## src/sv/gbc_pkg.sv

```systemverilog
// Shared constants for the clamped 3x3 blur block.
// No dependencies; imported by gbc_div and gaussian_blur_3x3_clamped.
`timescale 1ns / 1ps
`default_nettype none

package gbc_pkg;

  localparam int MAX_WIDTH = 1024;
  localparam int ADDR_W    = $clog2(MAX_WIDTH);
  localparam int PIX_W     = 8;
  localparam int ROW_W     = 12;
  localparam int COL_W     = 10;
  localparam int WID_W     = 11;
  localparam int WT_W      = 24;
  localparam int DIV_W     = 12;
  // 9 taps of 8x8 products: 9 * 255 * 255 < 2**20
  localparam int SUM_W     = 20;
  localparam int QUO_W     = 8;
  localparam int CFG_IDX_W = 3;

  localparam logic [CFG_IDX_W-1:0] REG_WIDTH   = 3'd0;
  localparam logic [CFG_IDX_W-1:0] REG_HEIGHT  = 3'd1;
  localparam logic [CFG_IDX_W-1:0] REG_WT_TOP  = 3'd2;
  localparam logic [CFG_IDX_W-1:0] REG_WT_MID  = 3'd3;
  localparam logic [CFG_IDX_W-1:0] REG_WT_BOT  = 3'd4;
  localparam logic [CFG_IDX_W-1:0] REG_DIVISOR = 3'd5;

endpackage

`default_nettype wire

```

## src/sv/gbc_div.sv

```systemverilog
// Restoring divider, one quotient bit per cycle, saturating at 255.
// Depends on gbc_pkg for widths.
`timescale 1ns / 1ps
`default_nettype none

module gbc_div
  import gbc_pkg::*;
(
  input  wire logic             clk,
  input  wire logic             rst,
  input  wire logic             start,
  input  wire logic [SUM_W-1:0] dividend,
  input  wire logic [DIV_W-1:0] divisor,
  output logic                  busy,
  output logic                  done,
  output logic [QUO_W-1:0]      quot
);

  localparam int DSH_W = DIV_W + QUO_W - 1;

  logic [SUM_W-1:0] rem;
  logic [DSH_W-1:0] dsh;
  logic [2:0]       cnt;
  logic             ge;

  assign ge = rem >= SUM_W'(dsh);

  always_ff @(posedge clk) begin
    if (rst) begin
      busy <= 1'b0;
      done <= 1'b0;
    end else begin
      done <= 1'b0;
      if (start) begin
        // zero divisor or quotient beyond 8 bits: saturate right away
        if (divisor == '0 || dividend >= {divisor, {QUO_W{1'b0}}}) begin
          done <= 1'b1;
        end else begin
          busy <= 1'b1;
        end
      end else if (busy) begin
        if (cnt == 3'd0) begin
          busy <= 1'b0;
          done <= 1'b1;
        end
      end
    end
  end

  always_ff @(posedge clk) begin
    if (start) begin
      rem  <= dividend;
      dsh  <= {divisor, {(QUO_W-1){1'b0}}};
      cnt  <= 3'(QUO_W - 1);
      quot <= (divisor == '0 || dividend >= {divisor, {QUO_W{1'b0}}}) ? '1 : '0;
    end else if (busy) begin
      if (ge) begin
        rem <= rem - SUM_W'(dsh);
      end
      quot <= {quot[QUO_W-2:0], ge};
      dsh  <= dsh >> 1;
      cnt  <= cnt - 3'd1;
    end
  end

endmodule

`default_nettype wire

```

## config.mk

```make
export PLATFORM = sky130hd
export DESIGN_NAME = gbc_div
export DESIGN_NICKNAME = d
export VERILOG_FILES = /design/src/sv/gbc_pkg.sv /design/src/sv/gbc_div.sv
export SDC_FILE = /design/constraint.sdc
export NUM_CORES = 1
export LEC_CHECK = 0
export BUFFER_PORTS_ARGS = -buffer_cell sky130_fd_sc_hd__clkbuf_2
export CAP_MARGIN = 20
export CORE_ASPECT_RATIO = 2
export CORE_UTILIZATION = 44
export DETAILED_ROUTE_END_ITERATION = 8
export HOLD_SLACK_MARGIN = 0.05
export PLACE_DENSITY = 0.66
export SLEW_MARGIN = 20
export SYNTH_ARGS = -nofsm -noshare
export SYNTH_HDL_FRONTEND = slang
export SYNTH_SLANG_ARGS = --single-unit
```

## constraint.sdc

```tcl
create_clock -name clk -period 3.51 [get_ports clk]
set_input_delay 0.702 -clock clk [delete_from_list [all_inputs] [get_ports clk]]
set_output_delay 0.702 -clock clk [all_outputs]
set_load 0.05 [all_outputs]
```

# Word level (Yosys, flattened, before mapping)
# Cells that the tools add are included.
[op_classes]
n_mux = 16
n_reduce_logical = 6
n_eq_ne = 1
n_div = 0
shifts = 0
n_mul = 0
n_addsub = 2
bitwise_logic = 0
magnitude_cmp = 2
[ops]
columns = ["op", "n"]
rows = [
  ["$mux W20", 3],
  ["$mux W19", 2],
  ["$mux W8", 3],
  ["$ge A20 B19 Y1", 1],
  ["$ge A20 B20 Y1", 1],
  ["$sub A20 B19 Y20", 1],
  ["$logic_not A12 Y1", 1],
  ["$mux W1", 8],
  ["$reduce_bool A2 Y1", 2],
  ["$logic_not A3 Y1", 1],
  ["$sub A3 B1 Y3 const B", 1],
  ["$ne A2 B2 Y1 const B", 1],
  ["$reduce_and A2 Y1", 1],
  ["$logic_or A1 B1 Y1", 1],
]
[word_totals]
rom_bits = 0
reg_bits = 52
input_bits = 35
elab_cells = 34
ram_bits = 0
latchBits = 0
output_inout_bits = 10
mem_count = 0

# Depth between registers and ports, before layout
# Gate-level depths: netlist (run 1).
[depth]
ltp_word = 4
depth_mapped = 9
mapped_depth_nobuf = 9

# Least setup slack after synthesis (run 1)
# No wires, ideal clock.
[synth_path]
kind = "reg2reg"
from = "register rem[0]"
to = "register rem[0] (enable)"
arrival_time_ns = 2.896
required_ns = 3.106
n_path_buf = 0
setup_slack_ns = 0.210
setup_ns = 0.404
path_stages_with_launch = 10
path_cell_list = "edfxtp_1 > inv_1 > ha_1 > fa_1 > nand2b_1 > a21oi_2 > o31ai_1 > a2111oi_0 > o31ai_1 > a21oi_1"
[synth_via]
elab_chain_len = 3
[synth_lines]
columns = ["item", "line_no", "source"]
rows = [
  ["start, declared", "gbc_div.sv:21", "logic [SUM_W-1:0] rem;"],
  ["start signal, assigned", "gbc_div.sv:52", "rem <= dividend;"],
  ["start signal, assigned", "gbc_div.sv:58", "rem <= rem - SUM_W'(dsh);"],
  ["$ge A20 B19 Y1", "gbc_div.sv:26", "assign ge = rem >= SUM_W'(dsh);"],
  ["$reduce_bool A2 Y1 (no line)", "n/a", ""],
  ["$reduce_and A2 Y1 (no line)", "n/a", ""],
]
# Every way passes these cells.
# A chain may end at the register's enable or synchronous reset.

# Final worst setup path (run 1)
[layout_path]
from = "register rem[0]"
to = "register rem[5] (enable)"
# Same word-level chain as after synthesis.

==> parameters.txt, run 1 <==
Parameter                              Value

Die
  Total number of placement rows ... 46
  Ports placed on the boundary ... 45
  Width of the die ... 66.1 um
  Initial standard-cell utilization of the core ... 0.455
  Die Ht ... 130 um
  Die Footprint ... 8600 um2
  Core area ... 7940 um2

STA
  Worst relative slew slack ... 0.354
  RSZ-0062 raised after global routing ... false
  Setup TNS ... 0 ps
  Final worst setup slack ... 575 ps
  Worst-Margin Slew ... 967 ps
  Number of hold violations in the final report ... 0
  Period utilization ... 0.836
  Maximum operating frequency ... 341 MHz
  Number of slew-limit violations in the final report ... 0
  Clock period minus final worst setup slack ... 2940 ps
  Maximum clock skew at final layout ... 5.56 ps
  Final-report setup violation count ... 0

Synthesis
  Cells after synthesis ... 401
  Cell with the most instances after synthesis ... nand2_1
  Fraction of the yosys area taken by sequential cells ... 0.399
  Synth async-reset ratio ... 0
  Area leader, netlist ... edfxtp_1
  Synth unique cells ... 59
  Number of warnings reported in the yosys synthesis log ... 0
  Number of synthesized register bits ... 52
  Leading post-synthesis cells by cell area ... edfxtp_1 (33%), ha_1 (11%), dfxtp_1 (6.7%), nand2_1 (4.8%), inv_1 (4.5%)
  Average size of a mapped cell ... 9.01 um2
  Top cell type's share of synthesized area ... 0.333
  Summed instance area of the synthesized netlist ... 3610 um2
  Commonest cells in the synthesized netlist ... nand2_1 (46), inv_1 (43), edfxtp_1 (40)
  Number of synthesized flops with an enable pin ... 40
  Top FF cell, synth ... edfxtp_1
  Syn_nets ... 470

Global route
  Combined global-route utilization of all metal layers ... 0.246
  Pin count of the biggest net entering global routing ... 32
  First-pass GRT wire length ... 15,400 um
  Vias in the first global route ... 3,197
  Total congestion overflow ... 0
  Number of antenna violations at the first check in global routing ... 0

Detailed routing
  DRC violation count after routing ... 0
  DRC violation total after the first TritonRoute iteration ... 155
  Vias/cell ... 5.78
  Total number of vias ... 3,113
  Wire per inst ... 17.8 um
  Final wirelength ... 9590 um
  Number of iterations in the first detailed-routing pass ... 5
  Number of routed nets with antenna violations ... 0

Pwr
  Overall power consumption ... 2.82 mW
  Share of total power in the clock network ... 0.185
  Internal Power ... 1.66 mW
  Switching share of power ... 0.411
  Switching power of the nets ... 1.16 mW
  Largest voltage drop on the vdd net ... 311 uV
  Lkg Pwr ... 1.80 nW
  Sequential share of power ... 0.328
  Share of total power in combinational logic ... 0.487
  Power per unit of standard cell area ... 690 nW/um2

Clocking
  Maximum clock path buffer count ... 2
  TritonCTS clock tree ... done
  # hold bufs at CTS ... 0
  Post-CTS Setup Bufs ... 0
  Worst skew pair latency ... 300 ps
  Cell at the root of the clock tree ... clkbuf_16
  Inserted Clock Buffers ... 5
  Count of clock tree sinks ... 52
  Clock-pin slew on the worst setup and hold paths ... 70 ps
  Total number of H-tree levels ... 2
  Cells resized by post-CTS repair ... 0

Worst setup path
  Crit Path Max Fanout ... 15
  Critical setup path kind ... reg2reg
  Kind of launch point of the worst setup path ... register
  Arrival time at the worst endpoint ... 2940 ps
  Nature of the critical path endpoint ... register
  WP data required ... 3520 ps

Run status
  Result of the run ... complete, no violations

Finish
  Antenna diode count ... 0
  Post-Route Utilization ... 0.514
  Sequential Area ... 1440 um2
  Count of non-filler cells in the finished layout ... 539
  Combined area of the multi-input logic cells ... 1950 um2
  Growth of design area from synthesis to finish ... 13.1%
  Fraction of final layout cells sized beyond drive strength 1 ... 0.153
  Fill cell total of the finished layout ... 769
  Number of nets in the layout ... 511

Job
  Max Cap Violations ... 0

Worst hold path
  Type of the worst min-delay path ... reg2reg

Placement
  Placer Congestion ... 0.904
  Number of cells after detailed placement ... 531
  Setup slack after placement ... 564 ps
  Count of port buffers added during placement ... 44
  Final HPWL DP ... 7640 um
## path summary, 6_finish.rpt
kind / from / end / slack, ps / depth (start not counted)
hold reg to reg: cnt[1] / cnt[1] / 500 / 2
setup reg to reg: rem[0] / rem[5] / 570 / 10
setup / recovery: rem[0] / rem[5] / 570 / 10
hold / removal: cnt[1] / cnt[1] / 500 / 2
## power groups by stage
stage / clock network (mW) / registers (mW) / logic, mW
final: 0.522 / 0.925 / 1.37
after global routing: 0.552 / 0.943 / 1.51
after CTS: 0.532 / 0.927 / 1.37
after detailed placement: 0 / 0.937 / 1.36
after global placement: 0 / 0.936 / 1.33
after floorplan: 0 / 0.977 / 0.984
## critical path, cell delays in order (launching register included)
cell,delay [ps]
edfxtp_1,330
inv_1,40
ha_1,210
fa_1,400
nand2b_1,190
a21oi_2,210
o31ai_1,110
a2111oi_0,390
o31ai_1,170
a21oi_2,380
buf_12,210
## per-stage QoR
stage               area (um2)  hold WS, ps
floorplan                 3610          444
global placement          3930          458
detailed placement        3930          481
CTS                       4090          498
global route              4090          532
finish                    4090          498
## cell usage in the layout, fill, tap and decap left out, types with 4 or more instances in the layout
master     netlist  final
nor3_1           6      6
nor2_1          34     34
xnor2_1          4      4
a21oi_1         25     24
nor4_1           4      4
o31ai_1          8      8
a31oi_1          5      5
clkbuf_16        0      5
o21ai_0         28     28
o211ai_1         4      4
a21o_1          10     10
edfxtp_1        40     40
ha_1            33     33
dfxtp_1         12     12
mux2i_1          9      9
nand2_1         46     46
nand3_1          9      9
or3_1            4      4
xor2_1           5      5
clkbuf_2         0     44
inv_1           43     43
## cell families (layout without fill, tap and decap cells)
family / after synthesis / count (layout) / synth area share
adder cells (fa/ha/maj): 34 / 34 / 0.120
AND/OR/NAND/NOR: 130 / 130 / 0.170
XOR/XNOR: 9 / 9 / 0.0218
multiplexers: 9 / 9 / 0.0249
flip-flops: 52 / 52 / 0.399
AO/OA/AOI/OAI: 110 / 110 / 0.201
buffers and inverters: 57 / 99 / 0.0627
## routing by layer
metal,vias to the layer above,share of wire,GRT usage
met5,-,0,0
met4,0,0.048,0.134
met3,23,0.028,0.0323
met2,88,0.56,0.472
met1,1476,0.37,0.244
li1,1526,-,-
## layout make-up
cell class,instances,share of cell area
clock buffers,7,0.0349
clock inverters,1,0.00214
inverters,43,0.0395
multi-input cells,292,0.477
flip-flops and latches,52,0.353
well taps,96,0.0294
repair buffers,48,0.0643
## sequential cells by signal (all words and copies together), names as in the netlist
signal / count
dsh: 19
done: 1
rem: 20
busy: 1
cnt: 3
quot: 8
(Power assumes the default switching activity.)
==> inputs of run 2 (changes only) <==
--- a/config.mk
+++ b/config.mk
@@ -11,7 +11,6 @@
 export CORE_UTILIZATION = 44
 export DETAILED_ROUTE_END_ITERATION = 8
 export HOLD_SLACK_MARGIN = 0.05
-export PLACE_DENSITY = 0.66
 export SLEW_MARGIN = 20
 export SYNTH_ARGS = -nofsm -noshare
 export SYNTH_HDL_FRONTEND = slang
==> constraint.sdc (replaced) <==
create_clock -name clk -period 2.9 [get_ports clk]
set_input_delay 0.58 -clock clk [delete_from_list [all_inputs] [get_ports clk]]
set_output_delay 0.58 -clock clk [all_outputs]
set_load 0.05 [all_outputs]
==> run 2 against run 1 <==
Net effect: maximum frequency increased by 10%; final area increased by 1.1%; clock power increased by 34%; critical path type unchanged; critical endpoint is now rem[0]; largest cell class unchanged.
==> parameters.txt, run 2 (synthesized netlist as in run 1, its figures left out) <==
Parameter                              Value

Finish
  Number of nets in the layout ... 515 (+0.78%)
  Top Registers ... rem: 20 flops, dsh: 19 flops, quot: 8 flops
  Antenna diode count ... 0 (unchanged)
  Most frequent cells in the layout ... nand2_1 (46), clkbuf_2 (44), inv_1 (43)
  Fill cell total of the finished layout ... 787 (+2.3%)
  Register with the highest flop count ... rem
  Leading cell type in the layout, fill and taps excluded ... nand2_1
  Flip-flop count of the largest register after layout ... 20 (unchanged)
  Growth of design area from synthesis to finish ... 14.3%
  Fraction of final layout cells sized beyond drive strength 1 ... 0.166 (+0.0120)

Placement
  Final HPWL DP ... 7580 um (-0.89%)
  Placer Congestion ... 0.863 (-4.5%)
  Count of port buffers added during placement ... 44 (unchanged)

Detailed routing
  Vias/cell ... 5.64 (-2.3%)
  DRC violation count after routing ... 0 (unchanged)
  DRC violation total after the first TritonRoute iteration ... 165 (+6.5%)
  Final wirelength ... 9460 um (-1.3%)
  Top sig layer ... met4
  Met3 wire len ... 342 um (+27%)
  Total number of vias ... 3,063 (-1.6%)
  Met1 WL ... 3470 um (-1.5%)
  Met2 wire len ... 5170 um (-3.1%)
  Number of routed nets with antenna violations ... 0 (unchanged)
  Wire per inst ... 17.4 um (-2.1%)
  Number of iterations in the first detailed-routing pass ... 4 (-1)

Clocking
  TritonCTS clock tree ... done
  Maximum clock path buffer count ... 2 (unchanged)
  Clock-pin slew on the worst setup and hold paths ... 70 ps (about the same)
  Cell at the root of the clock tree ... clkbuf_16
  Post-CTS Setup Bufs ... 0 (unchanged)
  Worst skew pair latency ... 300 ps (about the same)
  Total number of H-tree levels ... 2 (unchanged)
  Inserted Clock Buffers ... 5 (unchanged)
  Count of clock tree sinks ... 52 (unchanged)

STA
  Maximum operating frequency ... 375 MHz (+10%)
  Worst relative slew slack ... 0.427 (+0.0729)
  Worst Hold Margin ... 456 ps (-41.7 ps)
  Number of slew-limit violations in the final report ... 0 (unchanged)
  Period utilization ... 0.920 (+0.0841)
  RSZ-0062 raised after global routing ... false
  Clock period minus final worst setup slack ... 2670 ps (-266 ps)
  Setup TNS ... 0 ps (unchanged)
  Maximum clock skew at final layout ... 5.17 ps (-0.391 ps)
  Worst-Margin Slew ... 858 ps (-109 ps)
  Final-report setup violation count ... 0 (unchanged)
  Number of hold violations in the final report ... 0 (unchanged)

Worst setup path
  Series of cell instances along the critical path ... inv_1, ha_1, fa_1, nand2b_1, a21oi_2, o31ai_1, a2111oi_2, o31ai_1, a21oi_2, buf_4
  Capture instance of the worst register-to-register path ... rem[0]
  Critical setup path kind ... reg2reg
  Worst setup slack for register-to-register paths ... 230 ps (-340 ps)
  Cell class contributing the biggest share of worst-path delay ... compound AO/OA/AOI/OAI gates
  Buf+Inv Stages, Crit Path ... 2 (unchanged)
  Kind of launch point of the worst setup path ... register
  Nature of the critical path endpoint ... register
  Slowest stage cell on the critical path ... fa_1
  Launch instance of the worst register-to-register path ... rem[0]
  Arrival time at the worst endpoint ... 2670 ps (-270 ps)
  WP data required ... 2900 ps (-620 ps)
  Path depth of the worst reg2reg path ... 10 (unchanged)
  Critical path depth in cells ... 10 (unchanged)
  Crit Path Max Fanout ... 10 (-5)
  Max incr delay on CP ... 400 ps (about the same)

Die
  Width of the die ... 66.1 um (unchanged)
  Die Footprint ... 8600 um2 (unchanged)
  Core area ... 7940 um2 (unchanged)
  Total number of placement rows ... 46 (unchanged)
  Initial standard-cell utilization of the core ... 0.455 (unchanged)
  Die Ht ... 130 um (unchanged)
  Ports placed on the boundary ... 45 (unchanged)

Global route
  First-pass GRT wire length ... 15,100 um (-2.5%)
  Pin count of the biggest net entering global routing ... 42 (+31%)
  Number of antenna violations at the first check in global routing ... 0 (unchanged)
  Combined global-route utilization of all metal layers ... 0.238 (-0.00759)
  Vias in the first global route ... 3,065 (-4.1%)
  Total congestion overflow ... 0 (unchanged)

Pwr
  Lkg Pwr ... 1.83 nW (+1.5%)
  Overall power consumption ... 3.49 mW (+24%)
  Largest voltage drop on the vdd net ... 655 uV (+110%)
  Power per unit of standard cell area ... 845 nW/um2 (+22%)

Worst hold path
  Sink of the worst hold path ... done
  Min-Delay Path Depth ... 2 (unchanged)
  Type of the worst min-delay path ... in2reg
  Startpoint of the tightest hold check path ... rst

Run status
  Result of the run ... complete, no violations

Job
  Max Cap Violations ... 0 (unchanged)
## run 2: cell count changes in the layout (fill, tap and decap cells not counted), sizes merged
cell and delta:
buf +4, clkbuf -2, bufinv +1, inv +1
## run 2: metrics by stage
step | setup WS [ps] | instances | cell area, um2 | util
floorplan | 33.9 | 401 | 3620 | -
global placement | 217 | 535 | 3950 | 0.497
detailed placement | 147 | 535 | 3950 | 0.497
CTS | 117 | 543 | 4120 | 0.519
global route | 21.3 | 543 | 4130 | 0.520
finish | 231 | 543 | 4130 | 0.520
## run 2: worst register-to-register path: stages, from the launching register on
cell,delay [ps]
edfxtp_1,320
inv_1,40
ha_1,210
fa_1,400
nand2b_1,190
a21oi_2,200
o31ai_1,130
a2111oi_2,370
o31ai_1,150
a21oi_2,140
buf_4,230
## run 2: how the worst max path moves through the flow
| stage | startpoint | endpoint | slack, ps |
|---|---|---|---|
| 2_1_floorplan | rem[0] | rem[0] | 30 |
| 3_3_place_gp | rem[0] | rem[16] | 220 |
| 3_5_place_dp | rem[0] | rem[1] | 150 |
| 4_1_cts | rem[0] | rem[16] | 120 |
| 5_1_grt | rem[0] | rem[15] | 20 |
| 6_report | rem[0] | rem[0] | 230 |
## run 2: report_power, final
group	total [mW]	internal (mW)	switching, mW	leakage (nW)
Clock	0.702	0.412	0.289	0.0857
Combinational	1.68	0.628	1.05	1.24
Sequential	1.11	1.04	0.0696	0.503
Total	3.49	2.08	1.41	1.83
## run 2: cell type report
| class | instances | area (um2) | share of cell area |
|---|---|---|---|
| multi-input combinational | 292 | 1950 | 0.473 |
| sequential | 52 | 1440 | 0.349 |
| timing repair buffer | 52 | 280 | 0.0679 |
| inverter | 43 | 161 | 0.0391 |
| clock buffer | 5 | 125 | 0.0303 |
| tap | 96 | 120 | 0.0291 |
| clock inverter | 3 | 46.3 | 0.0112 |
## run 2: repair_timing
action | in CTS | in global routing
hold buffers | 0 | 0
gates resized for setup | 0 | 2
endpoints found under the setup margin | 0 | 20
## run 2: routing by layer
metal / up-vias / track usage
met3: 20 / 0.0280
li1: 1541 / -
met4: 0 / 0.135
met1: 1407 / 0.247
met2: 95 / 0.445
met5: - / 0
==> inputs of run 3 (changes only) <==
--- a/config.mk
+++ b/config.mk
@@ -7,10 +7,13 @@
 export LEC_CHECK = 0
 export BUFFER_PORTS_ARGS = -buffer_cell sky130_fd_sc_hd__clkbuf_2
 export CAP_MARGIN = 20
+export CELL_PAD_IN_SITES_DETAIL_PLACEMENT = 1
+export CELL_PAD_IN_SITES_GLOBAL_PLACEMENT = 1
 export CORE_ASPECT_RATIO = 2
 export CORE_UTILIZATION = 44
 export DETAILED_ROUTE_END_ITERATION = 8
 export HOLD_SLACK_MARGIN = 0.05
+export PLACE_DENSITY_LB_ADDON = 0.1
 export SLEW_MARGIN = 20
 export SYNTH_ARGS = -nofsm -noshare
 export SYNTH_HDL_FRONTEND = slang
==> run 3 against run 2 <==
Net effect: flip-flop and latch count stayed put; clock skew increased by 3.8 ps; maximum frequency fell by 3.7%; utilization down 0.16 points.
==> parameters.txt, run 3 (synthesized netlist as in run 1, its figures left out) <==
Parameter                              Value

Finish
  Fraction of final layout cells sized beyond drive strength 1 ... 0.159 (-0.00636)
  Flip-flop count of the largest register after layout ... 20 (unchanged)
  Fill cell total of the finished layout ... 950 (+21%)
  Leading cell type in the layout, fill and taps excluded ... nand2_1
  Most frequent cells in the layout ... nand2_1 (46), clkbuf_2 (44), inv_1 (43)
  Register with the highest flop count ... rem
  Antenna diode count ... 0 (unchanged)
  Top Registers ... rem: 20 flops, dsh: 19 flops, quot: 8 flops
  Number of nets in the layout ... 514 (-0.19%)
  Growth of design area from synthesis to finish ... 14.0%

Detailed routing
  Number of iterations in the first detailed-routing pass ... 4 (unchanged)
  Vias/cell ... 5.77 (+2.4%)
  Final wirelength ... 10,800 um (+14%)
  DRC violation count after routing ... 0 (unchanged)
  Total number of vias ... 3,130 (+2.2%)
  Wire per inst ... 19.9 um (+15%)
  DRC violation total after the first TritonRoute iteration ... 152 (-7.9%)
  Number of routed nets with antenna violations ... 0 (unchanged)

STA
  Maximum operating frequency ... 361 MHz (-3.7%)
  Number of slew-limit violations in the final report ... 0 (unchanged)
  Worst-Margin Slew ... 708 ps (-150 ps)
  Worst relative slew slack ... 0.526 (+0.0998)
  Period utilization ... 0.955 (+0.0349)
  Worst Hold Margin ... 459 ps (+3.59 ps)
  Number of hold violations in the final report ... 0 (unchanged)
  Setup TNS ... 0 ps (unchanged)
  Maximum clock skew at final layout ... 8.98 ps (+3.81 ps)
  RSZ-0062 raised after global routing ... false
  Clock period minus final worst setup slack ... 2770 ps (+101 ps)
  Final-report setup violation count ... 0 (unchanged)

Run status
  Result of the run ... complete, no violations

Die
  Width of the die ... 66.1 um (unchanged)
  Initial standard-cell utilization of the core ... 0.455 (unchanged)
  Die Footprint ... 8600 um2 (unchanged)
  Die Ht ... 130 um (unchanged)
  Core area ... 7940 um2 (unchanged)
  Ports placed on the boundary ... 45 (unchanged)
  Total number of placement rows ... 46 (unchanged)

Clocking
  TritonCTS clock tree ... done
  Count of clock tree sinks ... 52 (unchanged)
  Worst skew pair latency ... 300 ps (about the same)
  Maximum clock path buffer count ... 2 (unchanged)
  Inserted Clock Buffers ... 5 (unchanged)
  Post-CTS Setup Bufs ... 0 (unchanged)
  Clock-pin slew on the worst setup and hold paths ... 70 ps (about the same)
  Total number of H-tree levels ... 2 (unchanged)
  Cell at the root of the clock tree ... clkbuf_16

Worst hold path
  Startpoint of the tightest hold check path ... rst
  Type of the worst min-delay path ... in2reg

Worst setup path
  WP data required ... 2900 ps (about the same)
  Critical path launch point ... rem[0]
  Arrival time at the worst endpoint ... 2770 ps (+100 ps)
  Crit Path Max Fanout ... 13 (+3)
  Nature of the critical path endpoint ... register
  Critical setup path kind ... reg2reg
  Launch instance of the worst register-to-register path ... rem[0]
  Kind of launch point of the worst setup path ... register

Placement
  Count of port buffers added during placement ... 44 (unchanged)
  Final HPWL DP ... 8580 um (+13%)
  Placer Congestion ... 0.881 (+2.0%)

Global route
  Vias in the first global route ... 3,387 (+11%)
  Total congestion overflow ... 0 (unchanged)
  Combined global-route utilization of all metal layers ... 0.267 (+0.0288)
  Number of antenna violations at the first check in global routing ... 0 (unchanged)
  Pin count of the biggest net entering global routing ... 47 (+12%)
  First-pass GRT wire length ... 16,800 um (+11%)

Pwr
  Largest voltage drop on the vdd net ... 462 uV (-29%)
  Power per unit of standard cell area ... 858 nW/um2 (+1.5%)
  Lkg Pwr ... 1.82 nW (-0.44%)

Job
  Max Cap Violations ... 0 (unchanged)
## run 3: metrics by stage
step / total power [mW] / instance area [um2] / worst slack [ps] / std cells / util
final: 3.53 / 4120 / 130 / 542 / 0.518
after global routing: 3.76 / 4120 / 23.4 / 542 / 0.518
after floorplan: 2.38 / 3620 / 33.9 / 401 / -
after detailed placement: 2.82 / 3940 / 61.0 / 534 / 0.497
after CTS: 3.54 / 4110 / 33.2 / 542 / 0.518
after global placement: 2.77 / 3940 / 220 / 534 / 0.497
## run 3: worst paths after layout
check,endpoint,slack [ps],depth (start not counted)
worst max-delay path,rem[7],130,10
worst max register to register,rem[7],130,10
worst min register to register,cnt[1],490,2
worst min-delay path,done,460,2
## run 3: power breakdown
| part | switching (mW) | total [mW] | internal (mW) |
|---|---|---|---|
| Clock | 0.294 | 0.706 | 0.412 |
| Combinational | 1.09 | 1.72 | 0.634 |
| Sequential | 0.0706 | 1.11 | 1.03 |
## run 3: critical path: stages (launching register included)
cell,delay (ps)
edfxtp_1,320
inv_1,40
ha_1,210
fa_1,390
nand2b_1,190
a21oi_2,200
o31ai_1,110
a2111oi_1,450
o31ai_1,170
a21oi_2,170
buf_6,210
## run 3: cell type report
class                   count  area [um2]  area share
multi-input cells         292        1950       0.474
flip-flops and latches     52        1440       0.350
repair buffers             51         277      0.0672
inverters                  43         161      0.0392
clock buffers               6         129      0.0313
well taps                  96         120      0.0292
clock inverters             2        38.8     0.00942
## run 3: layer usage
| layer | vias to the layer above | global-route usage | part of all wire |
|---|---|---|---|
| li1 | 1524 | - | - |
| met5 | - | 0 | 0 |
| met4 | 0 | 0.168 | 0.057 |
| met3 | 29 | 0.0358 | 0.027 |
| met1 | 1507 | 0.255 | 0.35 |
| met2 | 70 | 0.511 | 0.56 |
## run 3: timing repair
item,4_1_cts,5_1_grt
resized for setup,0,2
hold buffers,0,0
endpoints found under the setup margin,0,13
